## src/rtl/lru_key_value_cache_defines.svh

```systemverilog
// Assertion macros used by the LRU key-value cache top level.
// Expects a clock named aclk and an active-low reset named aresetn in scope.
`ifndef LRU_KEY_VALUE_CACHE_DEFINES_SVH
`define LRU_KEY_VALUE_CACHE_DEFINES_SVH

// Same-cycle implication, checked out of reset
`define LRUKV_ASSERT_NOW(label, ante, cons, msg) \
    label: assert property (@(posedge aclk) disable iff (!aresetn) (ante) |-> (cons)) \
        else $error(msg);

// Next-cycle implication, checked out of reset
`define LRUKV_ASSERT_NEXT(label, ante, cons, msg) \
    label: assert property (@(posedge aclk) disable iff (!aresetn) (ante) |=> (cons)) \
        else $error(msg);

`endif

```

## src/rtl/lrukv_pkg.sv

```systemverilog
// Package for the LRU key-value cache: opcodes, entry type, widths, reset values.
// No dependencies; used by lrukv_cell and lru_key_value_cache.
`default_nettype none

package lrukv_pkg;

    localparam int KEY_W     = 32;
    localparam int VALUE_W   = 32;
    localparam int CFG_W     = 5;
    localparam int ENTRIES_DEFAULT = 16;

    localparam logic [CFG_W-1:0]   CAPACITY_RESET = 5'd16;
    localparam logic [VALUE_W-1:0] MISS_VALUE     = '1;

    typedef enum logic {
        OP_GET = 1'b0,
        OP_PUT = 1'b1
    } opcode_t;

    // One cache entry as it moves down the chain
    typedef struct packed {
        logic                      valid;
        logic signed [KEY_W-1:0]   key;
        logic signed [VALUE_W-1:0] value;
    } entry_t;

endpackage

`default_nettype wire

```

## src/rtl/lrukv_cell.sv

```systemverilog
// One slot of the recency-ordered chain: holds an entry and compares its key.
// Depends on lrukv_pkg. Position in the chain is the entry's recency rank.
`default_nettype none

module lrukv_cell (
    input  wire logic                                aclk,
    input  wire logic                                aresetn,
    input  wire logic                                shift_en,   // take the upstream entry
    input  wire lrukv_pkg::entry_t                   prev_entry, // neighbor toward MRU
    input  wire logic signed [lrukv_pkg::KEY_W-1:0]  req_key,
    output lrukv_pkg::entry_t                        entry,
    output logic                                     match
);

    logic                                    valid_reg;
    logic signed [lrukv_pkg::KEY_W-1:0]      key_reg;
    logic signed [lrukv_pkg::VALUE_W-1:0]    value_reg;

    // Valid bit is control state and resets; key and value are payload
    always_ff @(posedge aclk) begin
        if (!aresetn) begin
            valid_reg <= 1'b0;
        end else if (shift_en) begin
            valid_reg <= prev_entry.valid;
        end
    end

    always_ff @(posedge aclk) begin
        if (shift_en) begin
            key_reg   <= prev_entry.key;
            value_reg <= prev_entry.value;
        end
    end

    // Key compare against the request in flight
    assign match = valid_reg && (key_reg == req_key);

    assign entry.valid = valid_reg;
    assign entry.key   = key_reg;
    assign entry.value = value_reg;

endmodule

`default_nettype wire

```

## src/rtl/lru_key_value_cache.sv

```systemverilog
// Top level of the LRU key-value cache: request register, cell chain, result register.
// Depends on lrukv_pkg, lrukv_cell and lru_key_value_cache_defines.svh.
//
// Usage:
//   s_ channel carries requests: s_tuser is the opcode (get or put), s_tdata
//   holds the key and the value to store. A get returns one m_ transaction
//   with m_tuser = hit and m_tdata = stored value (all ones on a miss); a put
//   returns nothing. cfg_ writes the capacity (0 acts as 1, values above
//   ENTRIES act as ENTRIES); it is always ready and must only be written idle.
//   Entries live in a chain of cells ordered by recency, most recent at cell 0.
//   A hit or an insert shifts the cells in front of the affected slot down by
//   one and loads the entry into cell 0, so eviction drops the last valid cell.
//   Path: a get sits in the request register, then its result is registered in
//   the result register, which drives m_tvalid.
//   Throughput: one request per cycle while m_ is not stalled; the key compare,
//   shift decision and chain shift all complete in the request register's cycle.
//   A stalled m_ side holds the result; a following get then waits in the
//   request register and s_tready drops, puts pass while that slot is free.
//   Reset clears all valid bits, the occupancy count and both channel stages;
//   capacity returns to 16. No clearing pass is needed.
`default_nettype none
`include "lru_key_value_cache_defines.svh"

module lru_key_value_cache #(
    parameter int ENTRIES = lrukv_pkg::ENTRIES_DEFAULT
) (
    input  wire logic                                 aclk,
    input  wire logic                                 aresetn,
    // request channel
    input  wire logic                                 s_tvalid,
    output logic                                      s_tready,
    input  wire logic [lrukv_pkg::KEY_W+lrukv_pkg::VALUE_W-1:0] s_tdata, // lookup_key, store_value
    input  wire logic                                 s_tuser,  // opcode
    // result channel
    output logic                                      m_tvalid,
    input  wire logic                                 m_tready,
    output logic [lrukv_pkg::VALUE_W-1:0]             m_tdata,  // read_value
    output logic                                      m_tuser,  // hit
    // capacity register write
    input  wire logic                                 cfg_valid,
    output logic                                      cfg_ready,
    input  wire logic [lrukv_pkg::CFG_W-1:0]          cfg_data
);

    localparam int OW   = $clog2(ENTRIES + 1);
    localparam int CMPW = (OW > lrukv_pkg::CFG_W) ? OW : lrukv_pkg::CFG_W;

    // Request register
    logic                                    req_valid_reg;
    lrukv_pkg::opcode_t                      req_op_reg;
    logic signed [lrukv_pkg::KEY_W-1:0]      req_key_reg;
    logic signed [lrukv_pkg::VALUE_W-1:0]    req_value_reg;

    // Result register
    logic                                    m_tvalid_reg;
    logic                                    m_hit_reg;
    logic [lrukv_pkg::VALUE_W-1:0]           m_value_reg;

    logic [lrukv_pkg::CFG_W-1:0]             capacity_reg;
    logic [OW-1:0]                           occupancy_reg;
    logic [OW-1:0]                           occupancy_next;

    logic                                    s_accept;
    logic                                    req_done;
    logic                                    any_hit;
    logic                                    insert_free;
    logic [lrukv_pkg::CFG_W-1:0]             cap_eff;
    logic signed [lrukv_pkg::VALUE_W-1:0]    hit_value;
    lrukv_pkg::entry_t                       head_entry;
    lrukv_pkg::entry_t                       cell_entry [ENTRIES];
    logic [ENTRIES-1:0]                      match_vec;
    logic [ENTRIES-1:0]                      valid_vec;
    logic [ENTRIES-1:0]                      shift_en;

    // Handshakes
    assign req_done  = req_valid_reg &&
                       !((req_op_reg == lrukv_pkg::OP_GET) && m_tvalid_reg && !m_tready);
    assign s_tready  = !req_valid_reg || req_done;
    assign s_accept  = s_tvalid && s_tready;
    assign cfg_ready = 1'b1;

    always_ff @(posedge aclk) begin
        if (!aresetn) begin
            req_valid_reg <= 1'b0;
        end else if (s_tready) begin
            req_valid_reg <= s_tvalid;
        end
    end

    always_ff @(posedge aclk) begin
        if (s_accept) begin
            req_op_reg    <= lrukv_pkg::opcode_t'(s_tuser);
            req_key_reg   <= s_tdata[lrukv_pkg::KEY_W-1:0];
            req_value_reg <= s_tdata[lrukv_pkg::KEY_W+lrukv_pkg::VALUE_W-1:lrukv_pkg::KEY_W];
        end
    end

    // Capacity register
    always_ff @(posedge aclk) begin
        if (!aresetn) begin
            capacity_reg <= lrukv_pkg::CAPACITY_RESET;
        end else if (cfg_valid && cfg_ready) begin
            capacity_reg <= cfg_data;
        end
    end

    // Hit detection and hit value select
    assign any_hit = |match_vec;

    always_comb begin
        hit_value = '0;
        for (int i = 0; i < ENTRIES; i++) begin
            if (match_vec[i]) begin
                hit_value = hit_value | cell_entry[i].value;
            end
        end
    end

    // Free slot available: below capacity and below chain length
    assign cap_eff     = (capacity_reg == '0) ? lrukv_pkg::CFG_W'(1) : capacity_reg;
    assign insert_free = (CMPW'(occupancy_reg) < CMPW'(cap_eff)) &&
                         (occupancy_reg != OW'(ENTRIES));

    // Entry loaded into the most-recent cell
    assign head_entry.valid = 1'b1;
    assign head_entry.key   = req_key_reg;
    assign head_entry.value = (req_op_reg == lrukv_pkg::OP_GET) ? hit_value : req_value_reg;

    // Cell chain with per-cell shift decision
    genvar gi;
    generate
        for (gi = 0; gi < ENTRIES; gi++) begin : g_cell
            logic hit_shift;
            logic ins_shift;
            lrukv_pkg::entry_t prev_entry;

            // Cells up to and including the hit slot move down by one
            assign hit_shift = |match_vec[ENTRIES-1:gi];
            // Insert: shift into the free slot, or drop the last valid cell
            assign ins_shift = insert_free ? (OW'(gi) <= occupancy_reg)
                                           : (OW'(gi) <  occupancy_reg);

            assign shift_en[gi] = req_done &&
                                  (any_hit ? hit_shift
                                           : ((req_op_reg == lrukv_pkg::OP_PUT) && ins_shift));

            if (gi == 0) begin : g_head
                assign prev_entry = head_entry;
            end else begin : g_body
                assign prev_entry = cell_entry[gi-1];
            end

            lrukv_cell u_cell (
                .aclk       (aclk),
                .aresetn    (aresetn),
                .shift_en   (shift_en[gi]),
                .prev_entry (prev_entry),
                .req_key    (req_key_reg),
                .entry      (cell_entry[gi]),
                .match      (match_vec[gi])
            );

            assign valid_vec[gi] = cell_entry[gi].valid;
        end
    endgenerate

    // Occupancy grows only on an insert into a free slot
    always_comb begin
        occupancy_next = occupancy_reg;
        if (req_done && (req_op_reg == lrukv_pkg::OP_PUT) && !any_hit && insert_free) begin
            occupancy_next = occupancy_reg + OW'(1);
        end
    end

    always_ff @(posedge aclk) begin
        if (!aresetn) begin
            occupancy_reg <= '0;
        end else begin
            occupancy_reg <= occupancy_next;
        end
    end

    // Result register
    always_ff @(posedge aclk) begin
        if (!aresetn) begin
            m_tvalid_reg <= 1'b0;
        end else if (req_done && (req_op_reg == lrukv_pkg::OP_GET)) begin
            m_tvalid_reg <= 1'b1;
        end else if (m_tready) begin
            m_tvalid_reg <= 1'b0;
        end
    end

    always_ff @(posedge aclk) begin
        if (req_done && (req_op_reg == lrukv_pkg::OP_GET)) begin
            m_hit_reg   <= any_hit;
            m_value_reg <= any_hit ? hit_value : lrukv_pkg::MISS_VALUE;
        end
    end

    assign m_tvalid = m_tvalid_reg;
    assign m_tuser  = m_hit_reg;
    assign m_tdata  = m_value_reg;

    // Checks
    `LRUKV_ASSERT_NOW(a_match_unique, req_valid_reg, $onehot0(match_vec),
        "more than one cell matches the request key")
    `LRUKV_ASSERT_NOW(a_occupancy_count, 1'b1, $countones(valid_vec) == int'(occupancy_reg),
        "occupancy count differs from number of valid cells")
    `LRUKV_ASSERT_NOW(a_valid_packed, 1'b1, (valid_vec & (valid_vec + ENTRIES'(1))) == '0,
        "valid cells are not packed toward the most recent end")
    `LRUKV_ASSERT_NEXT(a_get_result, req_done && (req_op_reg == lrukv_pkg::OP_GET),
        m_tvalid, "completed get did not produce a result")

endmodule

`default_nettype wire

```

## config.mk

```make
export PLATFORM = sky130hd
export DESIGN_NAME = lru_key_value_cache
export DESIGN_NICKNAME = d
export VERILOG_FILES = /design/src/rtl/lrukv_pkg.sv /design/src/rtl/lrukv_cell.sv /design/src/rtl/lru_key_value_cache.sv
export VERILOG_INCLUDE_DIRS = /design/src /design/src/rtl
export SDC_FILE = /design/constraint.sdc
export NUM_CORES = 1
export LEC_CHECK = 0
export ABC_CLOCK_PERIOD_IN_PS = 6200
export BUFFER_PORTS_ARGS = -buffer_cell sky130_fd_sc_hd__buf_4
export CAP_MARGIN = 20
export CORE_ASPECT_RATIO = 1.25
export CORE_UTILIZATION = 44
export DETAILED_ROUTE_END_ITERATION = 8
export PLACE_DENSITY = 0.62
export SLEW_MARGIN = 15
export SYNTH_ARGS = -nofsm -noshare
export SYNTH_HDL_FRONTEND = slang
export SYNTH_SLANG_ARGS = --single-unit
```

## constraint.sdc

```tcl
create_clock -name aclk -period 6.2 [get_ports aclk]
set_input_delay 0.31 -clock aclk [delete_from_list [all_inputs] [get_ports aclk]]
set_output_delay 0.31 -clock aclk [all_outputs]
set_load 0.01 [all_outputs]
```

Yosys cells after proc, flatten, opt, wreduce, memory -nomap -nowiden
Index checks and enable logic that the tools add are counted.
- add/sub/neg operators: 1
- magnitude comparators: 33
- equality and inequality tests: 17
- muxes and demuxes: 52
- reduce and logical (&&, ||, !) cells: 79
- bitwise gates (word level): 16
- operator list (kind ; count):
    32-bit two-way mux ; 17
    32-bit == test ; 16
    32-bit OR ; 15
    1-bit logical AND ; 57
    4-bit by 5-bit less-or-equal comparator with 1-bit output, first input constant ; 8
    4-bit by 5-bit < comparator with 1-bit output, first input constant ; 8
    1-bit two-way mux ; 34
    3-bit by 5-bit less-or-equal comparator with 1-bit output, first input constant ; 4
    3-bit by 5-bit < comparator with 1-bit output, first input constant ; 4
    16-bit OR reduction ; 1
    15-bit OR reduction ; 1
    14-bit OR reduction ; 1
    13-bit OR reduction ; 1
    12-bit OR reduction ; 1
    11-bit OR reduction ; 1
    1-bit by 5-bit less-or-equal comparator with 1-bit output, first input constant ; 2
    2-bit by 5-bit less-or-equal comparator with 1-bit output, first input constant ; 2
    1-bit by 5-bit < comparator with 1-bit output, first input constant ; 2
    2-bit by 5-bit < comparator with 1-bit output, first input constant ; 2
    10-bit OR reduction ; 1
    9-bit OR reduction ; 1
    8-bit OR reduction ; 1
    7-bit OR reduction ; 1
    6-bit OR reduction ; 1
    13 further kinds ; 16
- word-level logic and storage cells: 255
- output and inout port bits: 36
- register bits: 1150
- bits of input ports: 75

Logic depth before layout (Yosys ltp)
- depth in word-level cells: 34
- mapped depth: 12
- depth with buffers taken out: 11

By module
Synthesis repeated with hierarchy kept, for this count alone.
- cells, all modules: 2588
- area, all modules: 44534.0 µm²
- modules (own cells, without submodules) (module ; cells an instance ; area each (µm²) ; seq. area each (µm²) ; times used):
    lrukv_cell ; 112 ; 2321.0 ; 1941.9 ; 16
    lru_key_value_cache ; 796 ; 7398.3 ; 3183.1 ; 1

Worst setup path before layout
No wires, ideal clock.
- kind: register to register
- start: reg req_key_reg[15] in the netlist's numbering
- end: reg g_cell[5].u_cell.key_reg[0] in the netlist's numbering (enable)
- buffers on the path: 1
- data required time: 5.680 ns
- data arrival time: 5.799 ns
- cell stages (with the launch flop): 10
- clock period less this slack: 6.319 ns
- setup time: 0.520 ns
- setup slack: -0.119 ns
- cell sequence: edfxtp_1 buf_2 xor2_1 nor4_1 nand4_1 nor4_1 or4_4 nor4b_2 a21oi_2 a2bb2oi_1
- word-level cells in the longest chain between the ends: 5
- elaborated cells between the ends (all ways): 36
- those cells by class: eq/ne (16); mux (1); reduce/logical (19)
- RTL lines (what ; RTL line ; text):
    start, declared ; lru_key_value_cache.sv:51 ; logic signed [lrukv_pkg::KEY_W-1:0] req_key_reg;
    start signal, assigned ; lru_key_value_cache.sv:93 ; req_key_reg <= s_tdata[lrukv_pkg::KEY_W-1:0];
    32-bit == test ; lrukv_cell.sv:36 ; assign match = valid_reg && (key_reg == req_key);
    1-bit logical AND ; lrukv_cell.sv:36 ;
    16-bit OR reduction or 11-bit OR reduction (tied branches) ; lru_key_value_cache.sv:108, lru_key_value_cache.sv:138 ;
    1-bit two-way mux (*) ; lru_key_value_cache.sv:144 ; (any_hit ? hit_shift
    1-bit logical AND (*) ; lru_key_value_cache.sv:143 ; assign shift_en[gi] = req_done &&
    net g_cell[5].u_cell.shift_en ; lrukv_cell.sv:8 ; input wire logic shift_en,
    end signal, assigned ; lrukv_cell.sv:30 ; key_reg <= prev_entry.key;
    end, declared ; lrukv_cell.sv:16 ; logic signed [lrukv_pkg::KEY_W-1:0] key_reg;
The timed path passes the listed nets; every way through them passes the cells marked *.
A chain may end at the register's enable or synchronous reset.

Final worst setup path
- start: reg req_key_reg[1] in the netlist's numbering
- end: reg g_cell[13].u_cell.value_reg[0] in the netlist's numbering (enable)
- word-level cells in the longest chain between the ends: 5
- elaborated cells between the ends (all ways): 36
- those cells by class: eq/ne (16); mux (1); reduce/logical (19)
- RTL lines (what ; RTL line ; text):
    32-bit == test ; lrukv_cell.sv:36 ;
    1-bit logical AND ; lrukv_cell.sv:36 ;
    16-bit OR reduction or 3-bit OR reduction (tied branches) ; lru_key_value_cache.sv:108, lru_key_value_cache.sv:138 ;
    1-bit two-way mux (*) ; lru_key_value_cache.sv:144 ;
    1-bit logical AND (*) ; lru_key_value_cache.sv:143 ;
    net g_cell[13].u_cell.shift_en ; lrukv_cell.sv:8 ;
    end signal, assigned ; lrukv_cell.sv:31 ; value_reg <= prev_entry.value;
    end, declared ; lrukv_cell.sv:17 ; logic signed [lrukv_pkg::VALUE_W-1:0] value_reg;
Marked as above.

==> metrics.md <==
| Metric | Value |
|---|---|
| Synth warn | `0` |
| Pre-CTS WS | `1170 ps` |
| Number of fillers in the final layout | `around 8,100` |
| Worst-case vdd ir drop | `0.254 mV` |
| Synthesis-to-layout area growth | `16.3%` |
| Reg-to-reg startpoint | `req_key_reg[1]$_DFFE_PP_` |
| Final cycle utilization of the critical path | `0.826` |
| Count of buffers inserted at the top-level ports | `around 110` |
| Worst hold endpoint | `m_tvalid$_SDFFE_PN0P_` |
| Unrepaired setup endpoints after global routing | `false` |
| Commonest non-fill, non-tap cell in the layout | `sky130_fd_sc_hd__edfxtp_1` |
| Share of layout cells above drive strength 1 | `0.136` |
| Endpoint kind of the worst setup timing path | `register` |
| Headroom to the max-slew limit | `0.265` |
| TritonCTS clock tree | `yes` |
| Leakage | `17.2 nW` |
| Syn nets | `~2,700` |
| Die outline area | `0.103 sq mm` |
| Internal Power | `12.3 mW` |
| Fraction of the yosys area taken by sequential cells | `0.763` |
| Total global-route track usage | `0.255` |
| Setup violations, final | `0` |
| CTS sink cnt | `roughly 1,200` |
| Element type at the critical path start | `register` |
| Avg Inst Size Synth | `17.0 sq um` |
| Number of distinct standard cells referenced by the synthesized netlist | `55` |
| First-pass DRT Iterations | `6` |
| Final net count | `2,985` |
| Dominant cell type by count on the critical path | `sky130_fd_sc_hd__buf_4` |
| Effective utilization at floorplan | `0.445` |
| Total detailed-routing wirelength | `132,000 microns` |
| Maximum clock insertion buffer count | `3` |
| Type of the most critical hold path | `in2reg` |
| Maximum frequency from static timing analysis | `195 MHz` |
| Final Hold Vio Count | `0` |
| Synthesized area | `0.0449 sq mm` |
| Buffers plus inverters on the worst setup path | `3` |
| Skew-Pair Late Insertion Delay | `740 ps` |
| Power Dens Cells | `roughly 300 mW/mm^2` |
| Dominant synthesized flop cell | `sky130_fd_sc_hd__edfxtp_1` |
| Worst endpoint required time | `6590 ps` |
| Die width | `288 microns` |
| Final Critical Period | `between 5000 and 6000 ps` |
| Critical setup path kind | `reg2reg` |
| Remaining number of nets flagged by the antenna check after routing | `0` |
| Clock power share | `0.424` |
| Area used by multi-input combinational logic | `between 0.01 and 0.015 sq mm` |
| Maximum number of pins on one net before global-route repair | `66` |
| Number of primary I/O pins | `111` |
| HPWL after detailed placement | `83,800 microns` |
| Number of DRC markers in iteration 0 | `2,960` |
| Commonest cells after routing, fill and taps aside | `sky130_fd_sc_hd__edfxtp_1, sky130_fd_sc_hd__xor2_1, sky130_fd_sc_hd__buf_4` |
| Post-synthesis sequential element count | `1,150` |
| Max FO, Critical Path | `12` |
| Data arrival time of the critical path | `5510 ps` |
| Standard cell core area | `around 0.10 sq mm` |
| Total DRC errors in the routed layout | `0` |
| Cell at the root of the clock tree | `sky130_fd_sc_hd__clkbuf_16` |
| Worst stage delay on the critical path | `between 900 and 1000 ps` |
| Ordered list of cells on the worst path | `buf_4 > xor2_1 > nor4_1 > nand4_1 > nor4_4 > nor4b_2 > a21oi_2 > buf_4 > o32a_2 > buf_4` |
| Weighted congestion at the end of routability-driven global placement | `0.915` |
| Post-synthesis instance total | `approximately 2,600` |
| Hold depth | `4` |
| Hold wc startpoint | `m_tready` |
| Combinational power share | `0.030` |
| Number of max-slew violations in the final report | `0` |
| Max-cap violations | `0` |
| Kind of cell adding the most delay to the critical path | `simple AND/OR/NAND/NOR gates` |
| R2R Path End | `g_cell[13].u_cell.value_reg[0]$_DFFE_PP_` |
| TNS Setup | `0 ps` |
| Run status | `finished clean` |
| CTS buffer count | `approximately 110` |
| Worst-case reg-to-reg path depth | `10` |
| Number of vias per cell after detailed routing | `about 6` |
| Worst hold slack | `85.1 ps` |
| Initial antenna violation count | `0` |
| Overflow left after global routing | `0` |
| Switching share of power | `0.213` |
| Least-Margin Pin Slew | `1090 ps` |
| Total net switching power | `~3.3 mW` |
| Portion of total power attributed to sequential cells | `0.546` |
| Worst Setup Slack, final | `1080 ps` |
| Clk_skew | `52.7 ps` |
| Register area | `0.0343 sq mm` |
| Number of vias after detailed routing | `25,600` |
| DR WL/cell | `30.6 microns` |
| Asr flop ratio synth | `0` |
| Number of global-route vias before repair | `26,800` |
| Slowest-stage cell, CP | `sky130_fd_sc_hd__edfxtp_1` |
| Clock transition at the registers of the reported paths | `60 ps` |
| Antenna Diode Count | `0` |
| Number of enable-type register cells in the synthesized netlist | `1,122` |
| Total number of placement rows | `between 100 and 150` |
| Die H | `359 microns` |
| H-tree lvl count | `3` |
| Slack of the worst reg-to-reg path | `1080 ps` |
| Global-route wire length before repair | `~190,000 microns` |
-- worst register-to-register path, stage by stage, from the launching register on --
cell and delay [ps]:
sky130_fd_sc_hd__edfxtp_1 980, sky130_fd_sc_hd__buf_4 390, sky130_fd_sc_hd__xor2_1 110, sky130_fd_sc_hd__nor4_1 330, sky130_fd_sc_hd__nand4_1 200, sky130_fd_sc_hd__nor4_4 900, sky130_fd_sc_hd__nor4b_2 220, sky130_fd_sc_hd__a21oi_2 460
sky130_fd_sc_hd__buf_4 280, sky130_fd_sc_hd__o32a_2 570, sky130_fd_sc_hd__buf_4 350
-- Yosys cell counts (34+ instances only) --
library cell	instances	share of area
sky130_fd_sc_hd__nand4_1	34	0.0047
sky130_fd_sc_hd__a22o_1	64	0.012
sky130_fd_sc_hd__xor2_1	419	0.082
sky130_fd_sc_hd__nand2_1	71	0.0059
sky130_fd_sc_hd__edfxtp_1	1122	0.75
sky130_fd_sc_hd__nor3_1	40	0.0045
sky130_fd_sc_hd__clkbuf_1	54	0.0045
sky130_fd_sc_hd__nor4_1	99	0.014
sky130_fd_sc_hd__nor2_1	59	0.0049
sky130_fd_sc_hd__nand3_1	89	0.0099
sky130_fd_sc_hd__buf_4	43	0.0072
sky130_fd_sc_hd__a221oi_1	64	0.012
sky130_fd_sc_hd__inv_1	45	0.0038
sky130_fd_sc_hd__mux2i_1	34	0.0076
sky130_fd_sc_hd__xnor2_1	95	0.019
sky130_fd_sc_hd__a22oi_1	128	0.021
-- cells by family after synthesis --
group | after synthesis | share of synthesized area
fa+ha+maj | 7 | 0.00195
buf+inv | 179 | 0.0196
mux | 35 | 0.00783
compound gates | 330 | 0.0569
other cells | 1 | 0.0000835
xor+xnor | 514 | 0.100
simple gates | 424 | 0.0506
flops | 1150 | 0.763
-- per-stage QoR --
step | power [mW] | instance area [sq um] | std cells | util
finish | 15.6 | 52200 | 4311 | 0.518
floorplan | 8.93 | 44900 | 2640 | -
CTS | 15.7 | 52200 | 4311 | 0.518
detailed placement | 9.13 | 47900 | 4036 | 0.475
global route | 16.0 | 52200 | 4311 | 0.518
global placement | 9.12 | 47900 | 4034 | 0.475
-- final cells by class --
cell class,count,share of cell area
clock buffers,145,0.0563
multi-input cells,1311,0.192
inverters,46,0.00331
well taps,1320,0.0316
flip-flops and latches,1150,0.656
repair buffers,286,0.0499
clock inverters,53,0.0107
-- metal layers --
| metal | track usage | part of all wire | vias up |
|---|---|---|---|
| li1 | - | - | 10700 |
| met1 | 0.314 | 0.37 | 13100 |
| met2 | 0.440 | 0.51 | 1450 |
| met3 | 0.0441 | 0.077 | 336 |
| met4 | 0.111 | 0.042 | 0 |
| met5 | 0 | 0 | - |
-- how the worst max path moves through the flow --
| stage | cells past startpoint | startpoint | end |
|---|---|---|---|
| after floorplan | 10 | req_key_reg[8]$_DFFE_PP_ | g_cell[1].u_cell.key_reg[0]$_DFFE_PP_ |
| after global placement | 10 | req_key_reg[2]$_DFFE_PP_ | g_cell[9].u_cell.value_reg[12]$_DFFE_PP_ |
| after detailed placement | 10 | req_key_reg[25]$_DFFE_PP_ | g_cell[9].u_cell.value_reg[12]$_DFFE_PP_ |
| after CTS | 10 | req_key_reg[1]$_DFFE_PP_ | g_cell[13].u_cell.value_reg[0]$_DFFE_PP_ |
| after global routing | 10 | req_key_reg[1]$_DFFE_PP_ | g_cell[13].u_cell.value_reg[0]$_DFFE_PP_ |
| final | 10 | req_key_reg[1]$_DFFE_PP_ | g_cell[13].u_cell.value_reg[0]$_DFFE_PP_ |
-- power by group through the flow --
| stage | clock network, mW | registers (mW) | logic, mW |
|---|---|---|---|
| 6_report | 6.63 | 8.54 | 0.466 |
| 5_1_grt | 6.95 | 8.54 | 0.490 |
| 4_1_cts | 6.68 | 8.54 | 0.464 |
| 3_5_place_dp | 0 | 8.71 | 0.420 |
| 3_3_place_gp | 0 | 8.71 | 0.414 |
| 2_1_floorplan | 0 | 8.66 | 0.273 |
-- timing repair --
item	in CTS	in global routing
hold buffers	77	0
gates resized for setup	0	0
setup buffers	0	0
hold endpoints to repair	71	0
Note: power is estimated with default switching activity, not from simulation.
